### src/hdl/sfd_pkg.sv
package sfd_pkg;

    // Framing bytes
    localparam logic [7:0] AT_SIGN = 8'h40;
    localparam logic [7:0] LF_BYTE = 8'h0A;

    // Length limits: a frame holds length+6 bytes, and the cap keeps that
    // inside the 12-bit position counter.
    localparam logic [15:0] MIN_LENGTH    = 16'd6;
    localparam logic [11:0] LENGTH_CAP    = 12'd4089;
    localparam logic [11:0] MAX_LEN_RESET = 12'd1000;

    // Positions of the header fields within the frame, '@' counting as one
    localparam logic [11:0] POS_LEN_LO     = 12'd6;
    localparam logic [11:0] POS_LEN_HI     = 12'd7;
    localparam logic [11:0] POS_SOURCE     = 12'd8;
    localparam logic [11:0] POS_DEST       = 12'd9;
    localparam logic [11:0] POS_NODE_COUNT = 12'd10;
    localparam logic [11:0] POS_LAST_HDR   = 12'd11;

    // Configuration port
    localparam int unsigned APB_ADDR_W = 3;
    localparam int unsigned APB_DATA_W = 32;
    localparam logic REG_MAX_FRAME_LENGTH = 1'b0;

    localparam int unsigned M_TDATA_W = 72;

    typedef enum logic [1:0] {
        PH_IDLE   = 2'd0,
        PH_HEADER = 2'd1,
        PH_BODY   = 2'd2
    } phase_t;

    typedef enum logic [2:0] {
        ST_DISCARD   = 3'd0,
        ST_HEADER    = 3'd1,
        ST_BODY      = 3'd2,
        ST_COMPLETE  = 3'd3,
        ST_TOO_LONG  = 3'd4,
        ST_NO_LF     = 3'd5,
        ST_TOO_SHORT = 3'd6
    } status_t;

    typedef struct packed {
        logic [7:0]  byte_out;
        status_t     byte_status;
        logic [11:0] frame_position;
        logic [15:0] length_field;
        logic [7:0]  source_node;
        logic [7:0]  dest_node;
        logic [7:0]  node_byte_count;
        logic [7:0]  message_id;
    } sfd_result_t;

endpackage

### src/hdl/sfd_cfg.sv
module sfd_cfg
    import sfd_pkg::*;
(
    input  logic                  aclk,
    input  logic                  aresetn,
    input  logic                  psel,
    input  logic                  penable,
    input  logic                  pwrite,
    input  logic [APB_ADDR_W-1:0] paddr,
    input  logic [APB_DATA_W-1:0] pwdata,
    output logic [APB_DATA_W-1:0] prdata,
    output logic                  pready,
    output logic [11:0]           max_frame_length
);

    logic [11:0] max_len_reg;
    logic [11:0] max_len_next;
    logic        wr_en;

    assign pready = 1'b1;
    assign wr_en  = psel && penable && pwrite && pready;

    // The register index is the word address; writes to other words are dropped.
    always_comb begin
        max_len_next = max_len_reg;
        if (wr_en && (paddr[2] == REG_MAX_FRAME_LENGTH)) begin
            max_len_next = pwdata[11:0];
        end
    end

    always_ff @(posedge aclk) begin
        if (!aresetn) begin
            max_len_reg <= MAX_LEN_RESET;
        end else begin
            max_len_reg <= max_len_next;
        end
    end

    always_comb begin
        prdata = '0;
        if (paddr[2] == REG_MAX_FRAME_LENGTH) begin
            prdata = {{(APB_DATA_W-12){1'b0}}, max_len_reg};
        end
    end

    assign max_frame_length = max_len_reg;

endmodule

### src/hdl/sfd_parser.sv
module sfd_parser
    import sfd_pkg::*;
(
    input  logic        aclk,
    input  logic        aresetn,
    input  logic        step,
    input  logic [7:0]  rx_byte,
    input  logic [11:0] max_frame_length,
    output sfd_result_t result
);

    phase_t      phase_reg,  phase_next;
    logic [11:0] count_reg,  count_next;
    logic [15:0] len_reg,    len_next;
    logic [7:0]  src_reg,    src_next;
    logic [7:0]  dst_reg,    dst_next;
    logic [7:0]  ncnt_reg,   ncnt_next;
    logic [7:0]  id_reg,     id_next;

    logic [11:0] count_inc;
    logic [11:0] limit;
    logic [15:0] len_full;
    logic [15:0] end_pos;

    assign count_inc = count_reg + 12'd1;
    assign limit     = (max_frame_length > LENGTH_CAP) ? LENGTH_CAP : max_frame_length;
    assign len_full  = {rx_byte, len_reg[7:0]};
    assign end_pos   = len_reg + MIN_LENGTH;

    always_comb begin
        phase_next = phase_reg;
        count_next = count_reg;
        len_next   = len_reg;
        src_next   = src_reg;
        dst_next   = dst_reg;
        ncnt_next  = ncnt_reg;
        id_next    = id_reg;

        result                 = '0;
        result.byte_out        = rx_byte;
        result.byte_status     = ST_DISCARD;

        unique case (phase_reg)
            PH_HEADER: begin
                count_next            = count_inc;
                result.frame_position = count_inc;
                result.byte_status    = ST_HEADER;
                if (count_inc == POS_LEN_LO) begin
                    len_next = {8'd0, rx_byte};
                end else if (count_inc == POS_LEN_HI) begin
                    len_next = len_full;
                    if (len_full > {4'd0, limit}) begin
                        result.byte_status  = ST_TOO_LONG;
                        result.length_field = len_full;
                    end else if (len_full < MIN_LENGTH) begin
                        result.byte_status  = ST_TOO_SHORT;
                        result.length_field = len_full;
                    end
                    if ((len_full > {4'd0, limit}) || (len_full < MIN_LENGTH)) begin
                        phase_next = PH_IDLE;
                        count_next = '0;
                        len_next   = '0;
                        src_next   = '0;
                        dst_next   = '0;
                        ncnt_next  = '0;
                        id_next    = '0;
                    end
                end else if (count_inc == POS_SOURCE) begin
                    src_next = rx_byte;
                end else if (count_inc == POS_DEST) begin
                    dst_next = rx_byte;
                end else if (count_inc == POS_NODE_COUNT) begin
                    ncnt_next = rx_byte;
                end else if (count_inc >= POS_LAST_HDR) begin
                    id_next    = rx_byte;
                    phase_next = PH_BODY;
                end
            end
            PH_BODY: begin
                count_next            = count_inc;
                result.frame_position = count_inc;
                result.byte_status    = ST_BODY;
                if ({4'd0, count_inc} == end_pos) begin
                    if (rx_byte == LF_BYTE) begin
                        result.byte_status     = ST_COMPLETE;
                        result.length_field    = len_reg;
                        result.source_node     = src_reg;
                        result.dest_node       = dst_reg;
                        result.node_byte_count = ncnt_reg;
                        result.message_id      = id_reg;
                    end else begin
                        result.byte_status = ST_NO_LF;
                    end
                    phase_next = PH_IDLE;
                    count_next = '0;
                    len_next   = '0;
                    src_next   = '0;
                    dst_next   = '0;
                    ncnt_next  = '0;
                    id_next    = '0;
                end
            end
            default: begin
                if (rx_byte == AT_SIGN) begin
                    phase_next            = PH_HEADER;
                    count_next            = 12'd1;
                    len_next              = '0;
                    src_next              = '0;
                    dst_next              = '0;
                    ncnt_next             = '0;
                    id_next               = '0;
                    result.frame_position = 12'd1;
                    result.byte_status    = ST_HEADER;
                end else begin
                    phase_next = PH_IDLE;
                end
            end
        endcase
    end

    always_ff @(posedge aclk) begin
        if (!aresetn) begin
            phase_reg <= PH_IDLE;
            count_reg <= '0;
            len_reg   <= '0;
            src_reg   <= '0;
            dst_reg   <= '0;
            ncnt_reg  <= '0;
            id_reg    <= '0;
        end else if (step) begin
            phase_reg <= phase_next;
            count_reg <= count_next;
            len_reg   <= len_next;
            src_reg   <= src_next;
            dst_reg   <= dst_next;
            ncnt_reg  <= ncnt_next;
            id_reg    <= id_next;
        end
    end

    // A frame in its body always carries a length that passed the checks.
    a_body_len_legal: assert property (@(posedge aclk) disable iff (!aresetn)
        (phase_reg == PH_BODY) |-> ((len_reg >= MIN_LENGTH) && (len_reg <= {4'd0, LENGTH_CAP})))
        else $error("body phase with an unchecked length");

    // The body must end before the position counter passes the frame end.
    a_body_before_end: assert property (@(posedge aclk) disable iff (!aresetn)
        (phase_reg == PH_BODY) |-> ({4'd0, count_reg} < end_pos))
        else $error("position counter ran past the frame end");

    // Idle means everything captured for a frame has been cleared.
    a_idle_clear: assert property (@(posedge aclk) disable iff (!aresetn)
        (phase_reg == PH_IDLE) |-> ((count_reg == '0) && (len_reg == '0) && (id_reg == '0)))
        else $error("frame state left over while idle");

endmodule

### src/hdl/sfd_out_stage.sv
module sfd_out_stage
    import sfd_pkg::*;
(
    input  logic        aclk,
    input  logic        aresetn,
    input  logic        in_valid,
    output logic        in_ready,
    input  sfd_result_t in_data,
    output logic        out_valid,
    input  logic        out_ready,
    output sfd_result_t out_data
);

    logic        main_valid_reg, main_valid_next;
    logic        skid_valid_reg, skid_valid_next;
    sfd_result_t main_reg,       main_next;
    sfd_result_t skid_reg,       skid_next;
    logic        in_fire;
    logic        out_fire;

    // Ready depends only on a register, so the stall does not ripple upstream.
    assign in_ready  = !skid_valid_reg;
    assign in_fire   = in_valid && in_ready;
    assign out_fire  = main_valid_reg && out_ready;
    assign out_valid = main_valid_reg;
    assign out_data  = main_reg;

    always_comb begin
        main_valid_next = main_valid_reg;
        skid_valid_next = skid_valid_reg;
        main_next       = main_reg;
        skid_next       = skid_reg;
        if (!main_valid_reg || out_fire) begin
            main_valid_next = skid_valid_reg || in_fire;
            main_next       = skid_valid_reg ? skid_reg : in_data;
            skid_valid_next = 1'b0;
        end else if (in_fire) begin
            skid_valid_next = 1'b1;
            skid_next       = in_data;
        end
    end

    always_ff @(posedge aclk) begin
        if (!aresetn) begin
            main_valid_reg <= 1'b0;
            skid_valid_reg <= 1'b0;
        end else begin
            main_valid_reg <= main_valid_next;
            skid_valid_reg <= skid_valid_next;
        end
        main_reg <= main_next;
        skid_reg <= skid_next;
    end

    // The skid entry is younger than the output entry, so it never stands alone.
    a_skid_behind_main: assert property (@(posedge aclk) disable iff (!aresetn)
        skid_valid_reg |-> main_valid_reg)
        else $error("skid entry held without an output entry");

endmodule

### src/hdl/sonar_frame_deframer_unit.sv
// Sonar frame deframer.
//
// The slave stream takes one received serial byte per transfer in s_tdata.
// Idle bytes are discarded until '@' opens a frame; the parser then tracks
// the header, checks the little-endian length against max_frame_length and
// follows the body until the frame holds length+6 bytes, the last of which
// must be LF. Every input byte produces exactly one transfer on the master
// stream carrying the byte, its status (in m_tuser), its frame position and,
// when a frame completes, the captured header fields.
//
// Throughput is one byte per cycle while m_tready keeps up: the parser
// updates its frame state and the output stage registers the result in
// the same cycle. A two-entry output stage (output register plus skid
// register) lets the block accept a byte while a result waits;
// s_tready falls only once both entries are full under a stalled m_tready.
//
// Reset (aresetn low, synchronous) returns the parser to waiting for '@',
// empties the output stage and sets max_frame_length to 1000. The user writes
// the limit (APB address 0) only with no frame in flight; not enforced.
module sonar_frame_deframer_unit
    import sfd_pkg::*;
(
    input  logic                  aclk,
    input  logic                  aresetn,
    // Input stream
    input  logic                  s_tvalid,
    output logic                  s_tready,
    input  logic [7:0]            s_tdata,   // [7:0] rx_byte
    // Result stream
    output logic                  m_tvalid,
    input  logic                  m_tready,
    // [7:0] byte_out, [19:8] frame_position, [35:20] length_field,
    // [43:36] source_node, [51:44] dest_node, [59:52] node_byte_count,
    // [67:60] message_id, [71:68] zero
    output logic [M_TDATA_W-1:0]  m_tdata,
    output logic [2:0]            m_tuser,   // [2:0] byte_status
    // Configuration port
    input  logic                  psel,
    input  logic                  penable,
    input  logic                  pwrite,
    input  logic [APB_ADDR_W-1:0] paddr,
    input  logic [APB_DATA_W-1:0] pwdata,
    output logic [APB_DATA_W-1:0] prdata,
    output logic                  pready
);

    logic [11:0] max_frame_length;
    logic        s_fire;
    sfd_result_t parse_result;
    sfd_result_t out_result;

    // The parser state advances only on an accepted input transfer.
    assign s_fire = s_tvalid && s_tready;

    sfd_cfg u_cfg (
        .aclk             (aclk),
        .aresetn          (aresetn),
        .psel             (psel),
        .penable          (penable),
        .pwrite           (pwrite),
        .paddr            (paddr),
        .pwdata           (pwdata),
        .prdata           (prdata),
        .pready           (pready),
        .max_frame_length (max_frame_length)
    );

    sfd_parser u_parser (
        .aclk             (aclk),
        .aresetn          (aresetn),
        .step             (s_fire),
        .rx_byte          (s_tdata),
        .max_frame_length (max_frame_length),
        .result           (parse_result)
    );

    sfd_out_stage u_out (
        .aclk      (aclk),
        .aresetn   (aresetn),
        .in_valid  (s_tvalid),
        .in_ready  (s_tready),
        .in_data   (parse_result),
        .out_valid (m_tvalid),
        .out_ready (m_tready),
        .out_data  (out_result)
    );

    // Pack the result fields, lowest first, padded with zeros to whole bytes.
    assign m_tdata = {4'd0,
                      out_result.message_id,
                      out_result.node_byte_count,
                      out_result.dest_node,
                      out_result.source_node,
                      out_result.length_field,
                      out_result.frame_position,
                      out_result.byte_out};
    assign m_tuser = out_result.byte_status;

endmodule

### config.mk
export PLATFORM = sky130hd
export DESIGN_NAME = sonar_frame_deframer_unit
export DESIGN_NICKNAME = d
export VERILOG_FILES = /design/src/hdl/sfd_pkg.sv /design/src/hdl/sfd_cfg.sv /design/src/hdl/sfd_parser.sv /design/src/hdl/sfd_out_stage.sv /design/src/hdl/sonar_frame_deframer_unit.sv
export SDC_FILE = /design/constraint.sdc
export NUM_CORES = 1
export LEC_CHECK = 0
export BUFFER_PORTS_ARGS = -buffer_cell sky130_fd_sc_hd__clkbuf_2
export CAP_MARGIN = 20
export CORE_MARGIN = 2
export CORE_UTILIZATION = 57
export DETAILED_ROUTE_END_ITERATION = 6
export PLACE_DENSITY = 0.85
export SYNTH_ARGS = -nofsm -noshare
export SYNTH_HDL_FRONTEND = slang
export SYNTH_SLANG_ARGS = --single-unit
### constraint.sdc
create_clock -name aclk -period 7.3 [get_ports aclk]
set_input_delay 0.73 -clock aclk [delete_from_list [all_inputs] [get_ports aclk]]
set_output_delay 0.73 -clock aclk [all_outputs]
set_load 0.01 [all_outputs]
; Word level (Yosys, flattened, before mapping)
; Cells that the tools add are included.
[word_totals]
out_inout_bits = 110
regBits = 218
elab_cells = 145
in_bits = 50
[op_classes]
muxes = 66
reduce_logical = 21
n_bitwise = 3
eq_ne = 22
n_lt_le_gt_ge = 4
addsub = 2
[ops]
columns = cell, n
row1 = $mux W8, 21
row2 = $mux W16, 9
row3 = $mux W48, 2
row4 = $mux W12, 7
row5 = $mux W71, 1
row6 = $pmux W16 S2, 2
row7 = $pmux W8 S2, 4
row8 = $eq A12 B4 Y1 const B, 3
row9 = $mux W32, 1
row10 = $pmux W15 S2, 1
row11 = $eq A12 B3 Y1 const B, 2
row12 = $pmux W12 S2, 1
row13 = $mux W3, 6
row14 = $ne A3 B1 Y1 const B, 6
row15 = $add A16 B3 Y16 const B, 1
row16 = $eq A12 B16 Y1, 1
row17 = $gt A16 B12 Y1, 1
row18 = $lt A16 B3 Y1 const B, 1
row19 = $mux W2, 8
row20 = $reduce_and A8 Y1, 2
row21 = $mux W13, 1
row22 = $add A12 B1 Y12 const B, 1
row23 = $ge A12 B4 Y1 const B, 1
row24 = $gt A12 B12 Y1 const B, 1
row25 = other kinds (22), 34

; Depth between registers and ports, before layout
[depth]
ltp_word = 9
depth_mapped = 14
ltp_nobuf = 13

; Hierarchy
; From an unflattened synthesis, not the netlist that was laid out.
[hier_totals]
cells_unflattened = 907
hier_area_um2 = 11010.6
[modules_own_cells]
columns = mod, seq_area_each_um2, area_per_inst_um2, instances, cells_per_inst
row1 = sfd_out_stage, 4304.1, 5442.7, 1, 229
row2 = sfd_parser, 1241.2, 4749.6, 1, 583
row3 = sfd_cfg, 240.2, 778.2, 1, 89
row4 = sonar_frame_deframer_unit, 0.0, 40.0, 1, 6

; Worst setup path after synthesis
; No wires, ideal clock.
[synth_path]
path_kind = input port to flip-flop
from = input port m_tready
to = register u_out.skid_reg[0] in the netlist's numbering (enable)
path_slack_ns = 1.167
arrival_time_ns = 5.632
required_time_ns = 6.800
n_path_buf = 0
path_stages = 2
setup_ns = 0.500
path_cell_list = nand2b_1 nor2_1
[synth_between]
elab_chain_cells = 4
[synth_lines]
columns = element, line_no
row1 = "start, declared", sonar_frame_deframer_unit.sv:31  ; input logic m_tready,
row2 = $logic_and A1 B1 Y1, sfd_out_stage.sv:24  ; assign out_fire = main_valid_reg && out_ready;
row3 = $logic_or A1 B1 Y1, sfd_out_stage.sv:33  ; if (!main_valid_reg || out_fire) begin
row4 = $not A1 Y1 (no line), --
row5 = $reduce_and A2 Y1 (no line), --
row6 = "end signal, assigned", sfd_out_stage.sv:52  ; skid_reg <= skid_next;
row7 = "end, declared", sfd_out_stage.sv:17  ; sfd_result_t skid_reg, skid_next;
; Every way passes these cells.
; A chain may end at the register's enable or synchronous reset.

; Worst setup path after layout
[layout_path]
from = register u_parser.count_reg[0]
to = register u_out.main_reg, in the netlist u_out.out_data[41], data pin
[layout_between]
elab_chain_cells = 6
word_cells_on_any_way = 9
cone_classes = 1 x add/sub / 3 x eq/ne / 5 x mux
[layout_lines]
columns = element, line_no
row1 = "start, declared", sfd_parser.sv:13  ; logic [11:0] count_reg, count_next;
row2 = "start signal, assigned", sfd_parser.sv:132  ; count_reg <= count_next;
row3 = $add A12 B1 Y12 *, sfd_parser.sv:25  ; assign count_inc = count_reg + 12'd1;
row4 = $eq A12 B3 Y1, sfd_parser.sv:50  ; end else if (count_inc == POS_LEN_HI) begin
row5 = $mux W16, sfd_parser.sv:50
row6 = $mux W16, sfd_parser.sv:48  ; if (count_inc == POS_LEN_LO) begin
row7 = $pmux W16 S2 *, sfd_parser.sv:43  ; unique case (phase_reg)
row8 = $mux W71 *, sfd_out_stage.sv:35  ; main_next = skid_valid_reg ? skid_reg : in_data;
row9 = "end signal, assigned", sfd_out_stage.sv:51  ; main_reg <= main_next;
row10 = "end, declared", sfd_out_stage.sv:16  ; sfd_result_t main_reg, main_next;
; Mark *: on every way between the ends. The rest lies on a longest branch, timed or not.

==> impl_results.md <==
* Sequential fraction of the synthesis area at 0.545
* # hold bufs at CTS at 0
* Clk_lat worst skew at 0.53 ns
* CP top delay family: simple AND/OR/NAND/NOR gates
* Global Route Usage Sum at 0.250
* DRT iter0 DRCs at 1,033
* Ys flop type: edfxtp_1
* Total CTS buffers at 23
* Final estimated routing congestion in global placement at 0.908
* Measured slew at the worst slew-check pin at 1.13 ns
* Synth cell types at 70
* Post-route ant nets at 0
* Net count, final at 1,156
* Most common cell after layout, fill and taps aside: nand2_1
* DRC at 0
* Peak VDD IR at 211 uV
* Worst-path clk slew at 0.06 ns
* Status: finished, final reports clean
* DRT Pass-1 Iters at 5
* Crit path buffers/inverters at 0
* R2r setup slk at 3.18 ns
* Pre-CTS WS at 3.32 ns
* Longest Clk Path Bufs at 3
* Die height at 141 um
* Remaining global-route overflow at 0
* Setup repair bufs after CTS at 0
* Mapped cell area at 10,600 um^2
* Root buf cell: clkbuf_16
* Min Tclk post-route at 4.12 ns
* Final Hold Fails at 0
* Largest net degree at the start of global routing at 86
* Area Overhead vs Synth at 12.1%
* Synth Warn # at 0
* Number of global-route vias before repair at 7,258
* Worst setup margin at 3.18 ns
* CP Depth at 9
* Hold crit path type: in2reg
* Max-slew headroom at 0.237
* WHS Path Cells at 3
* Slowest stage cell, crit path: or4b_4
* CP Data Arrival Time at 4.45 ns
* DP HPWL at 16.3 mm
* Post-synthesis average cell area at 10.6 um^2
* Initial core utilization at 0.585
* Fmax at 0.243 GHz
* Crit-path cells: ha_1, nand3_1, o31ai_1, nand2_1, or4b_4, a2111oi_4, and2_1, a22oi_1, o21ai_0
* Pleak at 0.00457 uW
* Cell depth of the worst flop-to-flop path at 9
* Antenna cells at 0
* PD cells at 221 nW/um^2
* Crit path launch type: register
* Final hold slack at 0.431 ns
* Max-slew violations at 0
* Final period utilization at 0.564
* Die area at 19,700 um^2
* CP Max Fanout at 13
* Synth async-reset ratio at 0
* Setup violators final at 0
* Layout cell share with drive strength beyond 1 at 0.178
* CP max stage delay at 0.64 ns
* Post-CTS sizing at 0
* EDFF count, synth at 142
* Vias at 7,988
* TNS Setup at 0 ns
* WL per Instance at 18.8 um
* Die width at 141 um
* MaxCap Viol Count at 0
* RSZ-0062 raised after global routing: no
* Row Count at 49
* Io pins at 160
* Critical Path RT at 7.63 ns
* Post-synthesis cell count at 1,007
* Final WL at 25.0 mm
* Clock Sinks at 218
* H-tree levels at 1
* CTS tree: done
* Initial antenna violation count at 0
* FILL cells at 1,349
* Commonest non-fill, non-tap cells in the layout: nand2_1 (197), edfxtp_1 (142), clkbuf_2 (112)
* First-pass GRT wire length at 39.3 mm
* Total power at 2630 uW
* Skew final at 0.0202 ns
* PortBufs at 112
* Yosys reg bits at 218
* Core area at 18,100 um^2
* Vias per cell at 6.00
* Setup crit end kind: register
* Critical path type: reg2reg
## metrics by stage
step	utilization	std cells	instance area, um^2
floorplan	-	1030	10700
global placement	0.615	1290	11200
detailed placement	0.615	1290	11200
CTS	0.656	1332	11900
global route	0.656	1332	11900
finish	0.656	1332	11900
## kinds of logic after synthesis
kind of cell,after synthesis,share of synthesized area
xor+xnor,32,0.0303
fa+ha+maj,20,0.0236
buf+inv,117,0.0538
other cells,2,0.000707
mux,58,0.0558
compound gates,166,0.110
simple gates,394,0.181
flops,218,0.545
## Yosys cell counts, drive strengths merged (7+ instances only)
cell,count,area [um^2]
clkbuf,47,176
nor3,16,85.1
nand2,197,739
o31ai,18,149
ha,20,250
xor2,7,61.3
a21o,8,60.1
o211ai,11,82.6
a21oi,20,100
dfxtp,76,1520
buf,41,287
and3,10,67.6
nand2b,9,56.3
nor4,10,62.6
nor2b,7,43.8
edfxtp,142,4260
o21ai,63,345
a22oi,9,67.6
mux2,10,113
inv,29,109
xnor2,22,193
nand3,30,175
nor2,37,139
a32o,9,90.1
mux2i,48,480
nand4,12,75.1
and2,39,244
## where the power goes
group          internal, uW  switching [uW]  total [uW]
logic                  34.3            78.7         113
clock network           660             496        1160
registers              1350            11.8        1360
## final cells by class
class,instances,area (um^2),area share
clock buffers,26,587,0.0493
clock inverters,16,159,0.0133
inverters,29,109,0.00914
multi-input cells,695,4370,0.367
flip-flops and latches,218,5790,0.486
well taps,229,287,0.0241
repair buffers,119,613,0.0515
## layer usage
| layer | up-vias | part of all wire | GRT usage |
|---|---|---|---|
| li1 | 3722 | - | - |
| met1 | 3781 | 0.43 | 0.363 |
| met2 | 438 | 0.46 | 0.394 |
| met3 | 47 | 0.088 | 0.0390 |
| met4 | 0 | 0.021 | 0.0679 |
| met5 | - | 0 | 0 |
## path summary, 6_finish.rpt
kind	from	to
worst min-delay path	pwdata[1]	u_cfg.max_frame_length[1]
worst max register to register	u_parser.count_reg[0]	u_out.out_data[41]
worst min register to register	u_cfg.max_frame_length[11]	u_cfg.max_frame_length[11]
worst max-delay path	u_parser.count_reg[0]	u_out.out_data[41]
## worst reg2reg max path, delay by kind of cell (launching register included)
family          cells  cell delay, ns
flops               1            0.61
compound gates      4            1.31
simple gates        4            1.58
fa+ha+maj           1            0.43
Power figures use the tool's default switching activity.
